**config.mk**
```make
export PLATFORM = sky130hd
export DESIGN_NAME = mpeg_video_frame_splitter
export DESIGN_NICKNAME = d
export VERILOG_FILES = /design/src/rtl/mvfs_pkg.sv /design/src/rtl/mvfs_scan.sv /design/src/rtl/mvfs_outq.sv /design/src/rtl/mpeg_video_frame_splitter.sv
export SDC_FILE = /design/constraint.sdc
export NUM_CORES = 2
export LEC_CHECK = 0
export ABC_AREA = 1
export BUFFER_PORTS_ARGS = -buffer_cell sky130_fd_sc_hd__buf_2
export CAP_MARGIN = 30
export CELL_PAD_IN_SITES_DETAIL_PLACEMENT = 1
export CELL_PAD_IN_SITES_GLOBAL_PLACEMENT = 2
export CORE_ASPECT_RATIO = 1.25
export CORE_MARGIN = 2
export CORE_UTILIZATION = 35
export DETAILED_ROUTE_END_ITERATION = 6
export GPL_TIMING_DRIVEN = 1
export PLACE_DENSITY_LB_ADDON = 0.08
export REMOVE_ABC_BUFFERS = 1
export SETUP_SLACK_MARGIN = 0.15
export SLEW_MARGIN = 15
export SYNTH_ARGS = -nofsm -noshare
export SYNTH_HDL_FRONTEND = slang
export SYNTH_SLANG_ARGS = --single-unit
```
**constraint.sdc**
```tcl
create_clock -name i_clk -period 14.55 [get_ports i_clk]
set_clock_uncertainty 0.1 [all_clocks]
set_input_delay 3.6375 -clock i_clk [delete_from_list [all_inputs] [get_ports i_clk]]
set_output_delay 3.6375 -clock i_clk [all_outputs]
set_load 0.05 [all_outputs]
```
**src/rtl/mvfs_pkg.sv**
```systemverilog
// Shared types and constants for the MPEG video frame splitter.
package mvfs_pkg;

    localparam int OFFSET_BITS_DEFAULT = 32;

    localparam logic [15:0] PERIOD_RESET = 16'd3003;

    localparam logic [23:0] START_PREFIX = 24'h000001;
    localparam logic [7:0]  CODE_PICTURE = 8'h00;
    localparam logic [7:0]  CODE_USER    = 8'hB2;
    localparam logic [7:0]  CODE_SEQ     = 8'hB3;
    localparam logic [7:0]  CODE_EXT     = 8'hB5;
    localparam logic [7:0]  CODE_GOP     = 8'hB8;

    localparam int QUEUE_DEPTH = 2;

    typedef struct packed {
        logic [31:0] unit_start;
        logic [31:0] unit_length;
        logic [31:0] unit_number;
        logic [47:0] unit_time;
        logic        final_unit;
        logic        length_overflow;
    } t_unit;

    // Up to two result beats handed from the scanner to the result queue.
    typedef struct packed {
        logic [1:0] count;
        t_unit      first;
        t_unit      second;
    } t_push;

endpackage

```
**src/rtl/mvfs_scan.sv**
```systemverilog
// Input register, start code scan and frame bookkeeping.
module mvfs_scan #(
    parameter int OFFSET_BITS = mvfs_pkg::OFFSET_BITS_DEFAULT
) (
    input  logic                 i_clk,
    input  logic                 i_rst_n,
    input  logic                 i_in_valid,
    output logic                 o_in_ready,
    input  logic [7:0]           i_byte_value,
    input  logic                 i_end_of_stream,
    input  logic [15:0]          i_period,
    input  logic [1:0]           i_free,
    output mvfs_pkg::t_push      o_push
);

    localparam logic [OFFSET_BITS-1:0] POS_MAX = '1;

    logic                   r_in_valid;
    logic [7:0]             r_byte;
    logic                   r_last;

    logic [23:0]            r_recent,     n_recent;
    logic [OFFSET_BITS-1:0] r_pos,        n_pos;
    logic                   r_open,       n_open;
    logic [OFFSET_BITS-1:0] r_start,      n_start;
    logic                   r_pfx_seen,   n_pfx_seen;
    logic [OFFSET_BITS-1:0] r_pfx_start,  n_pfx_start;
    logic [31:0]            r_count,      n_count;
    logic                   r_ovf,        n_ovf;

    logic                   advance;
    logic                   ovf_now;
    logic                   hit;
    logic [OFFSET_BITS-1:0] code_at;
    logic [OFFSET_BITS-1:0] start_next;
    logic [OFFSET_BITS-1:0] size;
    logic                   emit0;
    logic                   emit1;
    logic                   fallback;
    logic                   nf_open;
    logic [OFFSET_BITS-1:0] nf_start;
    logic [31:0]            nf_count;
    logic [1:0]             n_results;
    logic [47:0]            time_old;
    logic [47:0]            time_new;
    logic [63:0]            w_off0, w_len0, w_off1, w_len1, w_size;
    mvfs_pkg::t_unit        unit0, unit1;

    assign time_old = 48'(r_count) * 48'(i_period);
    assign time_new = 48'(nf_count) * 48'(i_period);

    always_comb begin
        ovf_now    = r_ovf | (r_pos == POS_MAX);
        hit        = (r_pos >= OFFSET_BITS'(3)) && (r_recent == mvfs_pkg::START_PREFIX);
        code_at    = r_pos - OFFSET_BITS'(3);
        start_next = r_pfx_seen ? r_pfx_start : code_at;
        size       = (r_pos == POS_MAX) ? POS_MAX : r_pos + OFFSET_BITS'(1);

        emit0       = 1'b0;
        nf_open     = r_open;
        nf_start    = r_start;
        nf_count    = r_count;
        n_pfx_seen  = r_pfx_seen;
        n_pfx_start = r_pfx_start;

        if (hit && r_byte == mvfs_pkg::CODE_PICTURE) begin
            emit0      = r_open && (start_next > r_start);
            nf_start   = start_next;
            nf_open    = 1'b1;
            n_pfx_seen = 1'b0;
            if (emit0) begin
                nf_count = r_count + 32'd1;
            end
        end else if (hit && !r_pfx_seen && (r_byte inside {mvfs_pkg::CODE_USER,
                     mvfs_pkg::CODE_SEQ, mvfs_pkg::CODE_EXT, mvfs_pkg::CODE_GOP})) begin
            n_pfx_seen  = 1'b1;
            n_pfx_start = code_at;
        end

        emit1    = r_last && nf_open && (nf_start < size);
        fallback = r_last && !emit1 && !emit0 && (nf_count == 32'd0);
        n_results = {1'b0, emit0} + {1'b0, emit1 | fallback};

        // Offsets and lengths are reported modulo 2^32.
        w_off0 = 64'(r_start);
        w_len0 = 64'(start_next - r_start);
        w_off1 = 64'(nf_start);
        w_len1 = 64'(size - nf_start);
        w_size = 64'(size);

        unit0.unit_start      = w_off0[31:0];
        unit0.unit_length     = w_len0[31:0];
        unit0.unit_number     = r_count;
        unit0.unit_time       = time_old;
        unit0.final_unit      = 1'b0;
        unit0.length_overflow = ovf_now;

        if (emit1) begin
            unit1.unit_start  = w_off1[31:0];
            unit1.unit_length = w_len1[31:0];
            unit1.unit_number = nf_count;
            unit1.unit_time   = time_new;
        end else begin
            unit1.unit_start  = 32'd0;
            unit1.unit_length = w_size[31:0];
            unit1.unit_number = 32'd0;
            unit1.unit_time   = 48'd0;
        end
        unit1.final_unit      = 1'b1;
        unit1.length_overflow = ovf_now;

        advance    = r_in_valid && (n_results <= i_free);
        o_in_ready = !r_in_valid || advance;

        o_push.count  = advance ? n_results : 2'd0;
        o_push.first  = emit0 ? unit0 : unit1;
        o_push.second = unit1;

        if (r_last) begin
            n_recent    = 24'd0;
            n_pos       = '0;
            n_open      = 1'b0;
            n_start     = '0;
            n_pfx_seen  = 1'b0;
            n_pfx_start = '0;
            n_count     = 32'd0;
            n_ovf       = 1'b0;
        end else begin
            n_recent = {r_recent[15:0], r_byte};
            n_pos    = (r_pos == POS_MAX) ? r_pos : r_pos + OFFSET_BITS'(1);
            n_open   = nf_open;
            n_start  = nf_start;
            n_count  = nf_count;
            n_ovf    = ovf_now;
        end
    end

    always_ff @(posedge i_clk) begin
        if (!i_rst_n) begin
            r_in_valid  <= 1'b0;
            r_recent    <= 24'd0;
            r_pos       <= '0;
            r_open      <= 1'b0;
            r_start     <= '0;
            r_pfx_seen  <= 1'b0;
            r_pfx_start <= '0;
            r_count     <= 32'd0;
            r_ovf       <= 1'b0;
        end else begin
            if (o_in_ready) begin
                r_in_valid <= i_in_valid;
                r_byte     <= i_byte_value;
                r_last     <= i_end_of_stream;
            end
            if (advance) begin
                r_recent    <= n_recent;
                r_pos       <= n_pos;
                r_open      <= n_open;
                r_start     <= n_start;
                r_pfx_seen  <= n_pfx_seen;
                r_pfx_start <= n_pfx_start;
                r_count     <= n_count;
                r_ovf       <= n_ovf;
            end
        end
    end

endmodule

```
**src/rtl/mvfs_outq.sv**
```systemverilog
// Two-entry result queue; takes up to two beats per cycle, gives one while the receiver is ready.
module mvfs_outq (
    input  logic             i_clk,
    input  logic             i_rst_n,
    input  mvfs_pkg::t_push  i_push,
    input  logic             i_out_ready,
    output logic             o_out_valid,
    output mvfs_pkg::t_unit  o_unit,
    output logic [1:0]       o_free
);

    mvfs_pkg::t_unit r_q [mvfs_pkg::QUEUE_DEPTH];
    mvfs_pkg::t_unit n_q [mvfs_pkg::QUEUE_DEPTH];
    logic [1:0]      r_cnt, n_cnt;
    logic            pop;
    logic [1:0]      base;

    assign o_out_valid = (r_cnt != 2'd0);
    assign o_unit      = r_q[0];
    assign pop         = o_out_valid && i_out_ready;
    // A slot freed by this cycle's pop counts as free.
    assign o_free      = 2'(mvfs_pkg::QUEUE_DEPTH) - r_cnt + {1'b0, pop};

    always_comb begin
        base  = r_cnt - {1'b0, pop};
        n_cnt = base + i_push.count;
        n_q   = r_q;
        if (pop) begin
            n_q[0] = r_q[1];
        end
        for (int j = 0; j < mvfs_pkg::QUEUE_DEPTH; j++) begin
            if (i_push.count != 2'd0 && base == 2'(j)) begin
                n_q[j] = i_push.first;
            end
            if (i_push.count == 2'd2 && base + 2'd1 == 2'(j)) begin
                n_q[j] = i_push.second;
            end
        end
    end

    always_ff @(posedge i_clk) begin
        if (!i_rst_n) begin
            r_cnt <= 2'd0;
        end else begin
            r_cnt <= n_cnt;
            r_q   <= n_q;
        end
    end

endmodule

```
**src/rtl/mpeg_video_frame_splitter.sv**
```systemverilog
// An accepted byte passes the input register, then the result queue, to the output.
// Throughput: one byte per cycle while queue has room (scan: one registered pass).
// A beat that yields two results waits until both fit in the two-entry result queue.
// Reset (synchronous, active low) clears scan state and queue; the frame period
// register returns to 3003 ticks. Scan state also returns to reset after the last byte.
module mpeg_video_frame_splitter #(
    parameter int OFFSET_BITS = mvfs_pkg::OFFSET_BITS_DEFAULT
) (
    input  logic        i_clk,
    input  logic        i_rst_n,
    input  logic        i_cfg_we,
    input  logic [15:0] i_cfg_data,
    input  logic        i_in_valid,
    output logic        o_in_ready,
    input  logic [7:0]  i_byte_value,
    input  logic        i_end_of_stream,
    output logic        o_out_valid,
    input  logic        i_out_ready,
    output logic [31:0] o_unit_start,
    output logic [31:0] o_unit_length,
    output logic [31:0] o_unit_number,
    output logic [47:0] o_unit_time,
    output logic        o_final_unit,
    output logic        o_length_overflow
);

    logic [15:0]     r_period;
    logic [1:0]      free;
    mvfs_pkg::t_push push;
    mvfs_pkg::t_unit unit;

    always_ff @(posedge i_clk) begin
        if (!i_rst_n) begin
            r_period <= mvfs_pkg::PERIOD_RESET;
        end else if (i_cfg_we) begin
            r_period <= i_cfg_data;
        end
    end

    mvfs_scan #(
        .OFFSET_BITS (OFFSET_BITS)
    ) u_scan (
        .i_clk           (i_clk),
        .i_rst_n         (i_rst_n),
        .i_in_valid      (i_in_valid),
        .o_in_ready      (o_in_ready),
        .i_byte_value    (i_byte_value),
        .i_end_of_stream (i_end_of_stream),
        .i_period        (r_period),
        .i_free          (free),
        .o_push          (push)
    );

    mvfs_outq u_outq (
        .i_clk       (i_clk),
        .i_rst_n     (i_rst_n),
        .i_push      (push),
        .i_out_ready (i_out_ready),
        .o_out_valid (o_out_valid),
        .o_unit      (unit),
        .o_free      (free)
    );

    assign o_unit_start      = unit.unit_start;
    assign o_unit_length     = unit.unit_length;
    assign o_unit_number     = unit.unit_number;
    assign o_unit_time       = unit.unit_time;
    assign o_final_unit      = unit.final_unit;
    assign o_length_overflow = unit.length_overflow;

endmodule

```
Word level (Yosys, flattened, before mapping)
Index checks and enable logic that the tools add are counted.

Reductions and logical operators: 38. Muxes and demuxes: 28. Bitwise gates (word level): 2. Equal/unequal tests: 11. Multiply operators: 2. $add $sub $neg: 11. Magnitude comparators: 4.

Operators with widths (number): 2-to-1 mux 146 bit (6); 2-to-1 mux 32 bit (12); 2-to-1 mux 144 bit (1); multiplier 32 x 16 -> 48 bit (2); adder 32 x 1 -> 32 bit, second input constant (2); subtractor 32 bit (2); == test 32 bit, second input constant (1); == test 8 bit, second input constant (4); >= comparator 32 x 2 -> 1 bit, second input constant (1); > comparator 32 bit (1); zero test 32 bit (1); < comparator 32 bit (1); subtractor 32 x 2 -> 32 bit, second input constant (1); == test 24 x 1 -> 1 bit, second input constant (1); 2-to-1 mux 24 bit (1); logical AND 1 bit (16); AND reduction 2 bit (5); zero test 8 bit (1); nonzero test 2 bit (4); 2-to-1 mux 1 bit (7); nonzero test 3 bit (2); == test 2 x 1 -> 1 bit, second input constant (2); zero test 1 bit (4); zero test 2 bit (2); 14 further kinds (16).

Logic and storage cells: 121. Output and inout bits: 148. Bits of input ports: 30. Register bits after elaboration: 475.

Longest topological paths before layout
Depth after elaboration: 19. Mapped depth: 59.

Cells and area by module
From an unflattened synthesis, not the netlist that was laid out.

Cell total of the unflattened synthesis: 9054. Area total of the unflattened synthesis: 65786.8 µm².

By module, submodules not included: mvfs_scan (area each 48383.9 µm², times used 1, seq. area each 3393.3 µm², cells each 6918); mvfs_outq (area each 16744.8 µm², times used 1, seq. area each 8808.4 µm², cells each 2052); mpeg_video_frame_splitter (area each 658.1 µm², times used 1, seq. area each 320.3 µm², cells each 84).

Worst setup path after synthesis
Ideal clock, no wire load.

Path type: register -> register. From: reg u_scan.r_pos[0]. To: reg u_outq.r_q[0] in the netlist's numbering (enable). Required time: 13.750 ns. Slack: 0.941 ns. Clock period less this slack: 13.609 ns. Data arrival time: 12.809 ns. Path buffers: 4. Stages on the path, launching flop included: 38. Cell sequence: dfxtp_1 -> ha_1 -> nand2_1 -> nor2_1 -> nand2_1 -> nor2_1 -> inv_1 -> nor2_1 -> nand3_1 -> inv_1 -> nand3_1 -> nor2_1 -> clkbuf_1 -> nor2_1 -> ha_1 -> fa_1 -> o21ai_0 -> inv_1 -> [... 2 more ...] -> nand2_1 -> nand2_1 -> nand4_1 -> nand3_1 -> nand2_1 -> inv_1 -> nand2_2 -> buf_4 -> buf_4 -> o21ai_0 -> ha_1 -> nand2_1 -> o21ai_0 -> nand2_1 -> nor3_2 -> nand2_1 -> clkbuf_1 -> a21oi_1.

Word-level cells in the longest chain between the ends: 19. Elaborated cells between the ends (all ways): 35.

Ends and longest elaborated chain: start, declared (line mvfs_scan.sv:23) `logic [OFFSET_BITS-1:0] r_pos, n_pos;`; start signal, assigned (line mvfs_scan.sv:157) `r_pos <= n_pos;`; parallel branches: the longest is 11 deep, another holds subtractor 32 x 2 -> 32 bit; adder 1 x 1 -> 2 bit * (line mvfs_scan.sv:82) `n_results = {1'b0, emit0} + {1'b0, emit1 | fallback};`; <= comparator 2 bit (line mvfs_scan.sv:112) `advance = r_in_valid && (n_results <= i_free);`; logical AND 1 bit (line mvfs_scan.sv:112); 2-to-1 mux 2 bit * (line mvfs_scan.sv:115) `o_push.count = advance ? n_results : 2'd0;`; == test 2 bit or nonzero test 2 bit (tied branches) (line mvfs_outq.sv:35, mvfs_outq.sv:32); logical AND 1 bit (on tied branches) (line mvfs_outq.sv:35, mvfs_outq.sv:32); nonzero test 2 bit (no source line) *; AND reduction 2 bit (no source line) *; end signal, assigned (line mvfs_outq.sv:46) `r_q <= n_q;`; end, declared (line mvfs_outq.sv:12) `mvfs_pkg::t_unit r_q [mvfs_pkg::QUEUE_DEPTH];`.

Every way passes the cells marked *. A chain may end at the register's enable or synchronous reset.

==> out/summary.txt <==
mux contribution to synthesized area = 0.000941
simple-gate area share of the yosys netlist = 0.237
Seq/Total Area, Yosys = 0.196
CP max FO = 28
total number of vias = 57400
CP Class = reg -> reg
Die Width = 386 um
CTS buffer count = 66
Cells on Worst Hold Path = 2
H-Tree Depth = 3
wire length on met1 = 115000 um
Initial Utilization = 0.352
Syn Area/Cell = 7.41 um^2
status = finished, final reports clean
Worst VDD drop = 0.000126 V
cell area after layout = 0.0683 mm^2
Core Rows = 175
vias in the first global route = 63000
crit path max-delay cell type = fa_1
MaxCap Viol Count = 0
antenna violations before repair = 17
DR WL met2 = 150000 um
final hold vios = 0
worst-margin pin slew = 1.15 ns
die area = 0.186 mm^2
Most common cell on crit path = nand2_1
Synth Instances = 8611
Worst Reg2Reg Path Length in Cells = 50
Fillers = 22400
startpoint types = flip-flop
post-CTS setup buffer count = 0
global-route wire length before repair = 428000 um
Port Buffer Count = 177
hold path endpoint = u_scan.r_pfx_start[0]$_SDFFE_PN0P_
Max Fclk = 83.0 MHz
R2R Setup Slk = 2.51 ns
DP HPWL = 224000 um
Synth Area in Adders = 0.324
Pre-antenna DRT Iters = 6
worst min path class = reg -> reg
#FFs+latches synth = 475
worst flop-to-flop path startpoint = u_scan.r_pos[0]$_SDFFE_PN0P_
R2R Path End = u_outq.o_unit[37]$_DFFE_PP_
synthesis-to-finish area growth = 6.98%
drt via density = 5.29
fin. max-slew vios = 0
largest net degree at the start of global routing = 96
Arrival @ worst endpoint = 12.37 ns
layout cells sized above 1 = 0.0648
Cell variety after synth = 60
post-synthesis compound-gate area fraction = 0.0834
grt total ovfl = 0
number of synthesized flops with an enable pin = 301
CTS tree = done
clk slew on worst S/H paths = 0.06 ns
Slew headroom = 0.225
IO Count = 178
final setup vio count = 0
ys async rst share = 0
XOR/XNOR Fraction of Synth Area = 0.0220
hold buffer count at cts = 0
clock sinks = 475
CTS resizes = 0
CTS root buf = clkbuf_16
Worst path max stage delay = 0.54 ns
fin crit share = 0.828
DR top layer = met5
Crit. End Element = flip-flop
# DRC = 0
remaining antenna violation count after routing = 0
min cycle time layout = 12.04 ns
Leak = 0.0316 uW
Total GRT Usage = 0.318
min-delay src = u_scan.r_pfx_start[0]$_SDFFE_PN0P_
Setup WS post-layout = 2.51 ns
Clock Latency Late Sink = 0.72 ns
ys flop type = edfxtp_1
Syn. warnings = 0
Core Box Area = 0.182 mm^2
NumNets Final = 9596
largest family of logic cells by synthesized area = adder cells
RSZ-0062 raised after global routing = no
total wire length = 293000 um
Die Span Y = 481 um
worst slack, placed = 2.51 ns
clk buf depth = 3
Area after DPL = 0.0661 mm^2
met3 wire length = 12500 um
Detailed Route Iter0 Violations = 3352
Required @ worst endpoint = 14.88 ns
pwr/cell area = 67.7 mW/mm^2
global placer's final weighted congestion = 0.951
WL/cell = 26.9 um
Cell Area, Synth = 0.0638 mm^2
-- power breakdown --
part	total [uW]	switching [uW]	internal [uW]
combinational	1270	1060	216
sequential	1640	60.2	1580
clock	1710	753	955
-- final cells by class --
type | count | area, um^2 | area share
multi-input combinational | 6011 | 42700 | 0.625
sequential | 475 | 12600 | 0.184
inverter | 1551 | 5840 | 0.0856
tap | 2389 | 2990 | 0.0438
timing repair buffer | 312 | 2010 | 0.0295
clock buffer | 81 | 1750 | 0.0256
clock inverter | 41 | 414 | 0.00607
antenna | 4 | 10.0 | 0.000147
-- layout by cell type, fill, tap and decap left out, types with 7 or more instances in the layout --
cell	n
fa_1	838
xnor2_1	48
o21a_1	18
dfxtp_1	151
inv_1	1509
xor2_1	112
nor4_1	21
or2_2	35
nor2_4	8
edfxtp_1	301
o211ai_1	7
or2_0	12
nand2_1	2432
nor3_1	52
nand4_1	131
buf_2	177
nand2_4	8
a21oi_1	409
o21bai_1	13
a21boi_0	23
a31oi_1	25
o21ai_0	437
inv_2	26
buf_4	127
clkinv_1	26
a22oi_1	18
nor2_1	623
nand2_2	14
clkbuf_16	67
dfxtp_2	21
clkbuf_1	12
a21o_1	16
clkinv_2	11
ha_1	311
nor2_2	7
nand3_1	334
-- layer usage --
metal  track usage  vias up
met5             0        -
met4         0.152        4
met3        0.0346      535
met2         0.578     1408
met1         0.371    29600
li1              -    25900
-- critical path, delay by kind of cell, from the launching register on --
family,cells,cell delay (ns)
compound gates,3,0.77
xor+xnor,2,0.41
fa+ha+maj,9,4.00
buf+inv,8,0.95
flops,1,0.35
simple gates,28,5.16
-- cells in the mapped netlist (13+ instances only) --
cell | n | area (um^2)
nand2_1 | 2436 | 9140
inv_1 | 1512 | 5680
fa_1 | 838 | 16800
nor2_1 | 626 | 2350
o21ai_0 | 437 | 2190
a21oi_1 | 410 | 2050
nand3_1 | 336 | 1680
clkbuf_1 | 314 | 1180
ha_1 | 311 | 3890
edfxtp_1 | 301 | 9040
dfxtp_1 | 174 | 3480
buf_4 | 161 | 1210
nand4_1 | 131 | 820
xor2_1 | 112 | 981
nor3_1 | 52 | 260
buf_1 | 49 | 184
xnor2_1 | 48 | 420
buf_2 | 38 | 190
or2_2 | 35 | 219
inv_2 | 26 | 97.6
a31oi_1 | 25 | 156
a21boi_0 | 23 | 173
nor4_1 | 21 | 131
a22oi_1 | 18 | 135
o21a_1 | 18 | 135
a21o_1 | 16 | 120
nand2_2 | 14 | 87.6
clkinv_1 | 13 | 48.8
o21bai_1 | 13 | 97.6
-- how the worst max path moves through the flow --
stage                                            start                     endpoint  slack, ns  cells after the start
after floorplan             u_scan.r_byte[7]$_DFFE_PP_      u_outq.r_q[0]$_DFFE_PP_      -4.06                     28
after global placement    u_scan.r_pos[0]$_SDFFE_PN0P_  u_outq.o_unit[32]$_DFFE_PP_       2.56                     46
after detailed placement  u_scan.r_pos[0]$_SDFFE_PN0P_  u_outq.o_unit[32]$_DFFE_PP_       2.51                     46
after CTS                 u_scan.r_pos[0]$_SDFFE_PN0P_  u_outq.o_unit[32]$_DFFE_PP_       2.45                     46
after global routing      u_scan.r_pos[0]$_SDFFE_PN0P_  u_outq.o_unit[37]$_DFFE_PP_       1.81                     50
final                     u_scan.r_pos[0]$_SDFFE_PN0P_  u_outq.o_unit[37]$_DFFE_PP_       2.51                     50
-- metrics by stage --
step           total power [uW]  hold slack, ns  setup TNS (ns)   util  cells
3_5_place_dp               2940           0.351               0  0.364  10700
2_1_floorplan              2330           0.337         -845.41      -   8037
3_3_place_gp               2910           0.347               0  0.363  10700
5_1_grt                    4780           0.381               0  0.376  10900
4_1_cts                    4670           0.359               0  0.376  10900
6_report                   4620           0.360               0  0.376  10900
-- state kept, by name, indices dropped and copies added (netlist names) --
| signal | cells |
|---|---|
| u_outq.o_unit | 146 |
| u_outq.r_q | 146 |
| u_scan.r_count | 32 |
| u_scan.r_pfx_start | 32 |
| u_scan.r_pos | 32 |
| u_scan.r_start | 32 |
| u_scan.r_recent | 24 |
| r_period | 16 |
| u_scan.r_byte | 8 |
| u_outq.r_cnt | 2 |
| u_scan.r_in_valid | 1 |
| u_scan.r_last | 1 |
| u_scan.r_open | 1 |
| u_scan.r_ovf | 1 |
| u_scan.r_pfx_seen | 1 |
-- logic make-up after synthesis --
logic type | count (synthesis)
mux | 6
flops | 475
buf+inv | 2125
simple gates | 3701
compound gates | 995
xor+xnor | 160
fa+ha+maj | 1149
Note: power is estimated with default switching activity, not from simulation.
